--- config.mk ---
export PLATFORM = sky130hd
export DESIGN_NAME = sign_mask_tangent_propagator_top_flat
export DESIGN_NICKNAME = d
export VERILOG_FILES = /design/src/hdl/smtp_pkg.sv /design/src/hdl/smtp_if.sv /design/src/hdl/sign_mask_tangent_propagator_top.sv /design/src/hdl/smtp_classify.sv /design/src/hdl/smtp_resolve.sv /design/src/hdl/smtp_merge.sv /design/src/flat_wrapper.sv
export VERILOG_INCLUDE_DIRS = /design/src /design/src/hdl
export SDC_FILE = /design/constraint.sdc
export NUM_CORES = 1
export LEC_CHECK = 0
export ABC_AREA = 1
export BUFFER_PORTS_ARGS = -buffer_cell sky130_fd_sc_hd__buf_4
export CAP_MARGIN = 20
export CELL_PAD_IN_SITES_DETAIL_PLACEMENT = 0
export CELL_PAD_IN_SITES_GLOBAL_PLACEMENT = 1
export CORE_MARGIN = 8
export CORE_UTILIZATION = 40
export DETAILED_ROUTE_END_ITERATION = 12
export HOLD_SLACK_MARGIN = 0.05
export PLACE_DENSITY = 0.8
export SYNTH_ARGS = -nofsm -noshare
export SYNTH_HDL_FRONTEND = slang
export SYNTH_SLANG_ARGS = --single-unit
--- constraint.sdc ---
create_clock -name clk_i -period 6.65 [get_ports clk_i]
set_input_delay 1.995 -clock clk_i [delete_from_list [all_inputs] [get_ports clk_i]]
set_output_delay 1.995 -clock clk_i [all_outputs]
set_load 0.01 [all_outputs]
--- src/hdl/sign_mask_tangent_propagator_top_macros.svh ---
// assertion macros for the sign mask tangent propagator
`ifndef SIGN_MASK_TANGENT_PROPAGATOR_TOP_MACROS_SVH
`define SIGN_MASK_TANGENT_PROPAGATOR_TOP_MACROS_SVH

`ifndef SYNTHESIS

`define SMTP_ASSERT_IMPL(label, clk, rstn, ante, cons) \
  label: assert property (@(posedge clk) disable iff (!(rstn)) (ante) |-> (cons)) \
    else $error("assertion failed");

`define SMTP_ASSERT_NEXT(label, clk, rstn, ante, cons) \
  label: assert property (@(posedge clk) disable iff (!(rstn)) (ante) |=> (cons)) \
    else $error("assertion failed");

`else

`define SMTP_ASSERT_IMPL(label, clk, rstn, ante, cons)

`define SMTP_ASSERT_NEXT(label, clk, rstn, ante, cons)

`endif

`endif

--- src/hdl/smtp_pkg.sv ---
// package with types, constants and rule functions of the sign mask tangent propagator
`default_nettype none

package smtp_pkg;

  typedef enum logic [1:0] {
    OP_AND = 2'd0,
    OP_OR  = 2'd1,
    OP_XOR = 2'd2
  } op_e;

  localparam int unsigned DataWidth = 64;
  localparam int unsigned HalfWidth = 32;
  localparam logic PassModeReset = 1'b0;

  localparam logic [DataWidth-1:0] Sign64 = 64'h8000_0000_0000_0000;
  localparam logic [DataWidth-1:0] Abs64  = 64'h7FFF_FFFF_FFFF_FFFF;
  localparam logic [DataWidth-1:0] All64  = 64'hFFFF_FFFF_FFFF_FFFF;
  localparam logic [DataWidth-1:0] Inf64  = 64'h7FF0_0000_0000_0000;
  localparam logic [DataWidth-1:0] Sign32 = 64'h0000_0000_8000_0000;
  localparam logic [DataWidth-1:0] Abs32  = 64'h0000_0000_7FFF_FFFF;
  localparam logic [DataWidth-1:0] All32  = 64'h0000_0000_FFFF_FFFF;
  localparam logic [DataWidth-1:0] Inf32  = 64'h0000_0000_7F80_0000;

  localparam int unsigned CtxWide = 0;
  localparam int unsigned CtxLo   = 1;
  localparam int unsigned CtxHi   = 2;
  localparam int unsigned NumCtx  = 3;

  typedef struct packed {
    logic abs_mask;
    logic ones;
    logic sign;
    logic zero;
    logic ad_zero;
    logic b_neg;
    logic b_pos;
  } side_flags_t;

  typedef struct packed {
    side_flags_t x_side;
    side_flags_t y_side;
  } ctx_flags_t;

  typedef struct packed {
    logic [1:0]           op;
    logic                 wide;
    logic [DataWidth-1:0] x_bits;
    logic [DataWidth-1:0] x_tangent;
    logic [DataWidth-1:0] y_bits;
    logic [DataWidth-1:0] y_tangent;
    ctx_flags_t [NumCtx-1:0] flags;
  } s1_t;

  typedef struct packed {
    logic                 hit;
    logic [DataWidth-1:0] value;
  } ctx_res_t;

  typedef struct packed {
    logic                 hit;
    logic [HalfWidth-1:0] value;
  } half_res_t;

  typedef struct packed {
    logic      wide;
    ctx_res_t  wide_res;
    half_res_t lo_res;
    half_res_t hi_res;
  } s2_t;

  function automatic logic [DataWidth-1:0] lo_ext(logic [DataWidth-1:0] v);
    return {{(DataWidth-HalfWidth){1'b0}}, v[HalfWidth-1:0]};
  endfunction

  function automatic logic [DataWidth-1:0] hi_ext(logic [DataWidth-1:0] v);
    return {{(DataWidth-HalfWidth){1'b0}}, v[DataWidth-1:HalfWidth]};
  endfunction

  function automatic side_flags_t classify(logic [DataWidth-1:0] a, logic [DataWidth-1:0] ad,
                                           logic [DataWidth-1:0] b, logic w64);
    side_flags_t          f;
    logic [DataWidth-1:0] sign;
    logic [DataWidth-1:0] absm;
    logic [DataWidth-1:0] all;
    logic [DataWidth-1:0] inf;
    logic [DataWidth-1:0] mag;
    logic                 b_sign;
    logic                 finite_nz;
    sign      = w64 ? Sign64 : Sign32;
    absm      = w64 ? Abs64 : Abs32;
    all       = w64 ? All64 : All32;
    inf       = w64 ? Inf64 : Inf32;
    mag       = b & absm;
    b_sign    = |(b & sign);
    finite_nz = (mag != '0) && (mag <= inf);
    f.abs_mask = (a == absm);
    f.ones     = (a == all);
    f.sign     = (a == sign);
    f.zero     = (a == '0);
    f.ad_zero  = (ad == '0);
    f.b_neg    = b_sign && finite_nz;
    f.b_pos    = !b_sign && finite_nz;
    return f;
  endfunction

  function automatic ctx_res_t resolve_side(logic [1:0] op, side_flags_t f,
                                            logic [DataWidth-1:0] a, logic [DataWidth-1:0] b,
                                            logic [DataWidth-1:0] bd, logic w64, logic pass);
    ctx_res_t             r;
    logic [DataWidth-1:0] sign;
    sign    = w64 ? Sign64 : Sign32;
    r.hit   = 1'b0;
    r.value = '0;
    case (op_e'(op))
      OP_AND: begin
        if (f.abs_mask) begin
          r.hit   = 1'b1;
          r.value = pass ? (a & b) : (f.b_neg ? (bd ^ sign) : bd);
        end else if (f.ones) begin
          r.hit   = 1'b1;
          r.value = bd;
        end
      end
      OP_OR: begin
        if (f.sign && f.ad_zero) begin
          r.hit   = 1'b1;
          r.value = pass ? (a | b) : (f.b_pos ? (bd ^ sign) : bd);
        end else if (f.zero && f.ad_zero) begin
          r.hit   = 1'b1;
          r.value = bd;
        end
      end
      OP_XOR: begin
        if (f.sign && f.ad_zero) begin
          r.hit   = 1'b1;
          r.value = pass ? (a ^ b) : (bd ^ sign);
        end
      end
      default: begin
        r.hit   = 1'b0;
        r.value = '0;
      end
    endcase
    return r;
  endfunction

  function automatic ctx_res_t resolve_ctx(logic [1:0] op, ctx_flags_t f,
                                           logic [DataWidth-1:0] x, logic [DataWidth-1:0] xd,
                                           logic [DataWidth-1:0] y, logic [DataWidth-1:0] yd,
                                           logic w64, logic pass);
    ctx_res_t rx;
    ctx_res_t ry;
    ctx_res_t r;
    rx      = resolve_side(op, f.x_side, x, y, yd, w64, pass);
    ry      = resolve_side(op, f.y_side, y, x, xd, w64, pass);
    r.hit   = rx.hit || ry.hit;
    r.value = rx.hit ? rx.value : ry.value;
    return r;
  endfunction

endpackage

`default_nettype wire

--- src/hdl/smtp_if.sv ---
// input and output channel interfaces of the sign mask tangent propagator
`default_nettype none

interface smtp_in_if;
  logic                           valid;
  logic                           ready;
  logic [1:0]                     op;
  logic                           wide;
  logic [smtp_pkg::DataWidth-1:0] x_bits;
  logic [smtp_pkg::DataWidth-1:0] x_tangent;
  logic [smtp_pkg::DataWidth-1:0] y_bits;
  logic [smtp_pkg::DataWidth-1:0] y_tangent;

  modport source (
    output valid, op, wide, x_bits, x_tangent, y_bits, y_tangent,
    input  ready
  );

  modport sink (
    input  valid, op, wide, x_bits, x_tangent, y_bits, y_tangent,
    output ready
  );
endinterface

interface smtp_out_if;
  logic                           valid;
  logic                           ready;
  logic [smtp_pkg::DataWidth-1:0] result_tangent;

  modport source (
    output valid, result_tangent,
    input  ready
  );

  modport sink (
    input  valid, result_tangent,
    output ready
  );
endinterface

`default_nettype wire

--- src/hdl/sign_mask_tangent_propagator_top.sv ---
// top level of the sign mask tangent propagator
//
//   channel   direction  fields
//   in_i      sink       op, wide, x_bits, x_tangent, y_bits, y_tangent
//   out_o     source     result_tangent
//   cfg       write      cfg_we_i, cfg_wdata_i (pass_bits_mode)
//
// three register stages: compare, rule select, merge into the output register
// one transaction per cycle sustained while out_o.ready stays high
// each stage takes a new transaction when empty or when its successor takes its own
// reset clears all stage valids and pass_bits_mode, payload registers are not reset
`default_nettype none

`include "sign_mask_tangent_propagator_top_macros.svh"

module sign_mask_tangent_propagator_top (
  input  wire logic clk_i,
  input  wire logic rst_ni,
  input  wire logic cfg_we_i,
  input  wire logic cfg_wdata_i,
  smtp_in_if.sink   in_i,
  smtp_out_if.source out_o
);

  logic          pass_q;
  logic          pass_d;
  logic          s1_valid;
  logic          s1_ready;
  smtp_pkg::s1_t s1_data;
  logic          s2_valid;
  logic          s2_ready;
  smtp_pkg::s2_t s2_data;
  logic          pipe_stalled;

  assign pass_d = cfg_we_i ? cfg_wdata_i : pass_q;

  always_ff @(posedge clk_i or negedge rst_ni) begin
    if (!rst_ni) begin
      pass_q <= smtp_pkg::PassModeReset;
    end else begin
      pass_q <= pass_d;
    end
  end

  smtp_classify u_classify (
    .clk_i       (clk_i),
    .rst_ni      (rst_ni),
    .in_valid_i  (in_i.valid),
    .in_ready_o  (in_i.ready),
    .op_i        (in_i.op),
    .wide_i      (in_i.wide),
    .x_bits_i    (in_i.x_bits),
    .x_tangent_i (in_i.x_tangent),
    .y_bits_i    (in_i.y_bits),
    .y_tangent_i (in_i.y_tangent),
    .out_valid_o (s1_valid),
    .out_ready_i (s1_ready),
    .out_o       (s1_data)
  );

  smtp_resolve u_resolve (
    .clk_i       (clk_i),
    .rst_ni      (rst_ni),
    .pass_i      (pass_q),
    .in_valid_i  (s1_valid),
    .in_ready_o  (s1_ready),
    .in_i        (s1_data),
    .out_valid_o (s2_valid),
    .out_ready_i (s2_ready),
    .out_o       (s2_data)
  );

  smtp_merge u_merge (
    .clk_i       (clk_i),
    .rst_ni      (rst_ni),
    .in_valid_i  (s2_valid),
    .in_ready_o  (s2_ready),
    .in_i        (s2_data),
    .out_valid_o (out_o.valid),
    .out_ready_i (out_o.ready),
    .out_o       (out_o.result_tangent)
  );

  assign pipe_stalled = out_o.valid && !out_o.ready && s1_valid && s2_valid;

  `SMTP_ASSERT_IMPL(a_stall_needs_full_pipe, clk_i, rst_ni, !in_i.ready, pipe_stalled)
  `SMTP_ASSERT_NEXT(a_accept_fills_stage1, clk_i, rst_ni, in_i.valid && in_i.ready, s1_valid)
  `SMTP_ASSERT_NEXT(a_stage2_moves_on, clk_i, rst_ni, s2_valid && s2_ready, out_o.valid)

endmodule

`default_nettype wire

--- src/hdl/smtp_classify.sv ---
// first stage: mask compares and float sign tests for the wide and both half contexts
`default_nettype none

module smtp_classify (
  input  wire logic                           clk_i,
  input  wire logic                           rst_ni,
  input  wire logic                           in_valid_i,
  output logic                                in_ready_o,
  input  wire logic [1:0]                     op_i,
  input  wire logic                           wide_i,
  input  wire logic [smtp_pkg::DataWidth-1:0] x_bits_i,
  input  wire logic [smtp_pkg::DataWidth-1:0] x_tangent_i,
  input  wire logic [smtp_pkg::DataWidth-1:0] y_bits_i,
  input  wire logic [smtp_pkg::DataWidth-1:0] y_tangent_i,
  output logic                                out_valid_o,
  input  wire logic                           out_ready_i,
  output smtp_pkg::s1_t                       out_o
);

  logic          valid_q;
  logic          valid_d;
  smtp_pkg::s1_t data_q;
  smtp_pkg::s1_t data_d;

  assign in_ready_o  = !valid_q || out_ready_i;
  assign valid_d     = in_ready_o ? in_valid_i : valid_q;
  assign out_valid_o = valid_q;
  assign out_o       = data_q;

  always_comb begin
    data_d.op        = op_i;
    data_d.wide      = wide_i;
    data_d.x_bits    = x_bits_i;
    data_d.x_tangent = x_tangent_i;
    data_d.y_bits    = y_bits_i;
    data_d.y_tangent = y_tangent_i;
    data_d.flags[smtp_pkg::CtxWide].x_side =
      smtp_pkg::classify(x_bits_i, x_tangent_i, y_bits_i, 1'b1);
    data_d.flags[smtp_pkg::CtxWide].y_side =
      smtp_pkg::classify(y_bits_i, y_tangent_i, x_bits_i, 1'b1);
    data_d.flags[smtp_pkg::CtxLo].x_side =
      smtp_pkg::classify(smtp_pkg::lo_ext(x_bits_i), smtp_pkg::lo_ext(x_tangent_i),
                         smtp_pkg::lo_ext(y_bits_i), 1'b0);
    data_d.flags[smtp_pkg::CtxLo].y_side =
      smtp_pkg::classify(smtp_pkg::lo_ext(y_bits_i), smtp_pkg::lo_ext(y_tangent_i),
                         smtp_pkg::lo_ext(x_bits_i), 1'b0);
    data_d.flags[smtp_pkg::CtxHi].x_side =
      smtp_pkg::classify(smtp_pkg::hi_ext(x_bits_i), smtp_pkg::hi_ext(x_tangent_i),
                         smtp_pkg::hi_ext(y_bits_i), 1'b0);
    data_d.flags[smtp_pkg::CtxHi].y_side =
      smtp_pkg::classify(smtp_pkg::hi_ext(y_bits_i), smtp_pkg::hi_ext(y_tangent_i),
                         smtp_pkg::hi_ext(x_bits_i), 1'b0);
  end

  always_ff @(posedge clk_i or negedge rst_ni) begin
    if (!rst_ni) begin
      valid_q <= 1'b0;
    end else begin
      valid_q <= valid_d;
    end
  end

  always_ff @(posedge clk_i) begin
    if (in_ready_o && in_valid_i) begin
      data_q <= data_d;
    end
  end

endmodule

`default_nettype wire

--- src/hdl/smtp_resolve.sv ---
// second stage: rule selection per context, x side before y side
`default_nettype none

module smtp_resolve (
  input  wire logic          clk_i,
  input  wire logic          rst_ni,
  input  wire logic          pass_i,
  input  wire logic          in_valid_i,
  output logic               in_ready_o,
  input  wire smtp_pkg::s1_t in_i,
  output logic               out_valid_o,
  input  wire logic          out_ready_i,
  output smtp_pkg::s2_t      out_o
);

  logic               valid_q;
  logic               valid_d;
  smtp_pkg::s2_t      data_q;
  smtp_pkg::s2_t      data_d;
  smtp_pkg::ctx_res_t lo_full;
  smtp_pkg::ctx_res_t hi_full;

  assign in_ready_o  = !valid_q || out_ready_i;
  assign valid_d     = in_ready_o ? in_valid_i : valid_q;
  assign out_valid_o = valid_q;
  assign out_o       = data_q;

  always_comb begin
    lo_full = smtp_pkg::resolve_ctx(in_i.op, in_i.flags[smtp_pkg::CtxLo],
                                    smtp_pkg::lo_ext(in_i.x_bits),
                                    smtp_pkg::lo_ext(in_i.x_tangent),
                                    smtp_pkg::lo_ext(in_i.y_bits),
                                    smtp_pkg::lo_ext(in_i.y_tangent), 1'b0, pass_i);
    hi_full = smtp_pkg::resolve_ctx(in_i.op, in_i.flags[smtp_pkg::CtxHi],
                                    smtp_pkg::hi_ext(in_i.x_bits),
                                    smtp_pkg::hi_ext(in_i.x_tangent),
                                    smtp_pkg::hi_ext(in_i.y_bits),
                                    smtp_pkg::hi_ext(in_i.y_tangent), 1'b0, pass_i);
    data_d.wide     = in_i.wide;
    data_d.wide_res = smtp_pkg::resolve_ctx(in_i.op, in_i.flags[smtp_pkg::CtxWide],
                                            in_i.x_bits, in_i.x_tangent,
                                            in_i.y_bits, in_i.y_tangent, 1'b1, pass_i);
    data_d.lo_res.hit   = lo_full.hit;
    data_d.lo_res.value = lo_full.value[smtp_pkg::HalfWidth-1:0];
    data_d.hi_res.hit   = hi_full.hit;
    data_d.hi_res.value = hi_full.value[smtp_pkg::HalfWidth-1:0];
  end

  always_ff @(posedge clk_i or negedge rst_ni) begin
    if (!rst_ni) begin
      valid_q <= 1'b0;
    end else begin
      valid_q <= valid_d;
    end
  end

  always_ff @(posedge clk_i) begin
    if (in_ready_o && in_valid_i) begin
      data_q <= data_d;
    end
  end

endmodule

`default_nettype wire

--- src/hdl/smtp_merge.sv ---
// third stage: wide hit, else joined halves; narrow: low half only; output register
`default_nettype none

module smtp_merge (
  input  wire logic                    clk_i,
  input  wire logic                    rst_ni,
  input  wire logic                    in_valid_i,
  output logic                         in_ready_o,
  input  wire smtp_pkg::s2_t           in_i,
  output logic                         out_valid_o,
  input  wire logic                    out_ready_i,
  output logic [smtp_pkg::DataWidth-1:0] out_o
);

  logic                           valid_q;
  logic                           valid_d;
  logic [smtp_pkg::DataWidth-1:0] result_q;
  logic [smtp_pkg::DataWidth-1:0] result_d;
  logic [smtp_pkg::HalfWidth-1:0] lo_val;
  logic [smtp_pkg::HalfWidth-1:0] hi_val;

  assign in_ready_o  = !valid_q || out_ready_i;
  assign valid_d     = in_ready_o ? in_valid_i : valid_q;
  assign out_valid_o = valid_q;
  assign out_o       = result_q;

  always_comb begin
    lo_val = in_i.lo_res.hit ? in_i.lo_res.value : '0;
    hi_val = in_i.hi_res.hit ? in_i.hi_res.value : '0;
    if (!in_i.wide) begin
      result_d = {{(smtp_pkg::DataWidth-smtp_pkg::HalfWidth){1'b0}}, lo_val};
    end else if (in_i.wide_res.hit) begin
      result_d = in_i.wide_res.value;
    end else begin
      result_d = {hi_val, lo_val};
    end
  end

  always_ff @(posedge clk_i or negedge rst_ni) begin
    if (!rst_ni) begin
      valid_q <= 1'b0;
    end else begin
      valid_q <= valid_d;
    end
  end

  always_ff @(posedge clk_i) begin
    if (in_ready_o && in_valid_i) begin
      result_q <= result_d;
    end
  end

endmodule

`default_nettype wire
--- src/flat_wrapper.sv ---
// flat-port wrapper written by rule: the top's interface ports become plain ports
module sign_mask_tangent_propagator_top_flat 
  (clk_i, rst_ni, cfg_we_i, cfg_wdata_i, in_i_valid, in_i_op, in_i_wide, in_i_x_bits, in_i_x_tangent, in_i_y_bits, in_i_y_tangent, in_i_ready, out_o_valid, out_o_result_tangent, out_o_ready);
  smtp_in_if in_i_i ();
  smtp_out_if out_o_i ();
  input  wire logic clk_i;
  input  wire logic rst_ni;
  input  wire logic cfg_we_i;
  input  wire logic cfg_wdata_i;
  input wire logic [$bits(in_i_i.valid)-1:0] in_i_valid;
  input wire logic [$bits(in_i_i.op)-1:0] in_i_op;
  input wire logic [$bits(in_i_i.wide)-1:0] in_i_wide;
  input wire logic [$bits(in_i_i.x_bits)-1:0] in_i_x_bits;
  input wire logic [$bits(in_i_i.x_tangent)-1:0] in_i_x_tangent;
  input wire logic [$bits(in_i_i.y_bits)-1:0] in_i_y_bits;
  input wire logic [$bits(in_i_i.y_tangent)-1:0] in_i_y_tangent;
  output wire logic [$bits(in_i_i.ready)-1:0] in_i_ready;
  output wire logic [$bits(out_o_i.valid)-1:0] out_o_valid;
  output wire logic [$bits(out_o_i.result_tangent)-1:0] out_o_result_tangent;
  input wire logic [$bits(out_o_i.ready)-1:0] out_o_ready;
  assign in_i_i.valid = in_i_valid;
  assign in_i_i.op = in_i_op;
  assign in_i_i.wide = in_i_wide;
  assign in_i_i.x_bits = in_i_x_bits;
  assign in_i_i.x_tangent = in_i_x_tangent;
  assign in_i_i.y_bits = in_i_y_bits;
  assign in_i_i.y_tangent = in_i_y_tangent;
  assign in_i_ready = in_i_i.ready;
  assign out_o_valid = out_o_i.valid;
  assign out_o_result_tangent = out_o_i.result_tangent;
  assign out_o_i.ready = out_o_ready;
  sign_mask_tangent_propagator_top u_core (.clk_i(clk_i), .rst_ni(rst_ni), .cfg_we_i(cfg_we_i), .cfg_wdata_i(cfg_wdata_i), .in_i(in_i_i), .out_o(out_o_i));
endmodule
==> impl_metrics.yaml <==
sta:
  clock_skew_ns: 0.03398
  tightest_slew_ns: 1.225
  relSlewSlack_pct: 18.12
  final_hold_viol_count: 0
  period_needed_ns: 4.571
  setup_tns_ns: 0
  slew_violations: 0
  rsz0062_at_grt: "no"
  fmax_ghz: 0.2188
  setup_viol: 0
  fin_crit_sh_pct: 68.73
floorplan:
  die_h_um: 305.1
  row_count: 106
  ios: 331
  die_w_um: 305.1
  die_area_um2: 93110
  coreArea_um2: 83160
  initial_core_util_pct: 40.21
logic_synthesis:
  synth_fp_nets: 4780
  synth.most_common_cell: "nand2_1"
  ys_types: 38
  synth_cells: 4387
  ys_seq_elements: 501
  async_flop_share_pct: 0.7984
  synth_seq_area_share_pct: 44.93
  synth_top_flop_cell: "edfxtp_1"
  postSynthAreaPerCell_um2: 7.622
  synth_top_area_cell: "edfxtp_1"
  ys_warn_count: 0
  netlist_top_cells_count: "1238 x nand2_1, 572 x nor2_1, 497 x edfxtp_1"
  synth_top_area_share_pct: 44.63
  syn_area_um2: 33440
  netlist_top_cells_area: "edfxtp_1 45%, nand2_1 14%, nor2_1 6.4%"
  synth_edf_count: 497
drt:
  routed_wl_mm: 139.6
  drc: 0
  wl_per_cell_um: 24.45
  vias: 32710
  first_pass_iters: 6
  drt-initial-drc-count: 4406
  vias_per_cell: 5.726
  final_antenna_net_count: 0
setup_path:
  path_class: "in2out"
  crit_fanout: 3
  r2r_slack_ns: 2.92
  r2r_start: "u_core.u_classify.out_o[11]"
  reg2reg_depth: 9
  cp.arrival_ns: 2.58
  timing.rr.end: "u_core.u_resolve.out_o[97]"
  start_kind: "input port"
  critPathCaptureType: "output port"
  cp.required_ns: 4.66
clock_tree:
  cts_root_buf: "clkbuf_16"
  hold_buffers: 0
  clkSinkCount: 501
  clock_latency_ns: 0.64
  post-cts-setup-buffers: 0
  h-tree-depth: 2
  cts-buffers-inserted: 58
  clk_pin_slew_ns: 0.06
  post_cts_resized: 0
  clockBufferDepth: 3
  cts_tree: "yes"
placement:
  portBuffers: 330
  dp_hpwl_mm: 94.01
  place.gp.congestion: 0.9024
  placed_area_um2: 36850
  placedCellCount: 5598
pwr:
  power.density_nw_per_um2: 252.4
  irDropWorstVdd_uv: 169.5
  total_power_mw: 9.786
  swShare_pct: 33.42
  p_comb_share_pct: 23.4
  power.internal_mw: 6.516
  power.share.clock_pct: 31.6
  switchingPower_mw: 3.271
  seq_power_share_pct: 44.9
  p_leak_nw: 16.76
final_layout:
  stdcell_area_um2: 38770
  drive_gt1_share_pct: 11.65
  area_growth_pct: 15.94
  fin_nets: 4975
  final_cells: 5712
grt:
  grt_pass1_vias: 29300
  grtUsageTotal_pct: 28.49
  grt_max_degree: 136
  grt_pass1_wl_mm: 200.1
  overflow: 0
  antenna_found_initial: 11
min_path:
  min-delay-start: "u_core.u_classify.out_o[298]"
  hold_end: "u_core.u_resolve.out_o[131]"
  hold_depth: 0
  hold_class: "reg2reg"
flow_run:
  maxCapViolCount: 0
outcome:
  status: "complete, no violations"
-- how the worst max path moves through the flow --
stage	depth (start not counted)	start	to	slack, ns
4_1_cts	6	out_o_ready	in_i_ready	2.08
5_1_grt	6	out_o_ready	in_i_ready	2.05
3_3_place_gp	6	out_o_ready	in_i_ready	2.07
3_5_place_dp	6	out_o_ready	in_i_ready	2.08
6_report	6	out_o_ready	in_i_ready	2.08
2_1_floorplan	6	out_o_ready	u_core.u_classify.out_o[0]	-0.61
-- layout make-up --
class | instances | area, um^2
inverters | 377 | 1439
clock buffers | 68 | 1553
flip-flops and latches | 501 | 15030
well taps | 1080 | 1351
fillers | 8212 | 44390
multi-input cells | 3259 | 16150
repair buffers | 385 | 2988
diodes | 5 | 12.51
clock inverters | 37 | 251.5
-- cells by family after synthesis --
kind of cell | share of synthesized area, %
adder cells (fa/ha/maj) | 4.789
XOR/XNOR | 0.07859
flip-flops | 44.93
AO/OA/AOI/OAI | 17.11
buffers and inverters | 7.304
AND/OR/NAND/NOR | 25.79
-- power groups by stage --
stage | combinational (mW) | clock [mW] | sequential, mW
6_report | 2.29 | 3.10 | 4.40
5_1_grt | 2.49 | 3.24 | 4.43
4_1_cts | 2.24 | 3.14 | 4.38
3_5_place_dp | 2.23 | 0 | 4.44
3_3_place_gp | 2.22 | 0 | 4.44
2_1_floorplan | 1.25 | 0 | 4.38
-- worst max-delay path: stages --
cell and delay, ns:
buf_4 0.14, inv_12 0.05, nand2_4 0.04, nor2_4 0.11, nand2_2 0.08, buf_4 0.15
-- placed cells by master, fill, tap and decap left out, types with 7 or more instances in the layout --
master / n
nand2_1: 1230
nor3_1: 36
a211oi_1: 42
o21ai_0: 370
buf_4: 379
clkinv_2: 11
a21oi_1: 278
nand4_1: 62
a22oi_1: 32
nand2_2: 9
inv_1: 364
clkinvlp_4: 8
clkinv_1: 15
o211ai_1: 152
edfxtp_1: 497
clkbuf_16: 61
o22ai_1: 23
o21a_1: 68
nor2_1: 559
nand3_1: 191
o21ai_1: 7
inv_2: 8
or2_2: 22
clkbuf_1: 7
nor2_4: 12
ha_1: 128
-- stage by stage --
| stage | util, % | setup slack [ns] | hold WS, ns |
|---|---|---|---|
| floorplan | - | -0.6136 | 0.4003 |
| global placement | 44.31 | 2.073 | 0.4137 |
| detailed placement | 44.31 | 2.078 | 0.4315 |
| CTS | 46.48 | 2.078 | 0.4630 |
| global route | 46.62 | 2.046 | 0.4723 |
| finish | 46.62 | 2.079 | 0.4673 |
-- flip-flops by register name, indices dropped and copies added (netlist names) --
name and cells:
u_core.u_classify.out_o 301, u_core.pass_q 1, u_core.u_resolve.out_o 132, u_core.u_merge.out_o 64
u_core.u_merge.out_valid_o 1, u_core.u_resolve.out_valid_o 1, u_core.u_classify.out_valid_o 1
-- per-layer routing --
layer	GRT usage [%]	routed length, um
met4	8.895	4227
met2	39.83	56320
met5	0	21
met3	8.883	19750
met1	41.64	59310
Power figures use the tool's default switching activity.
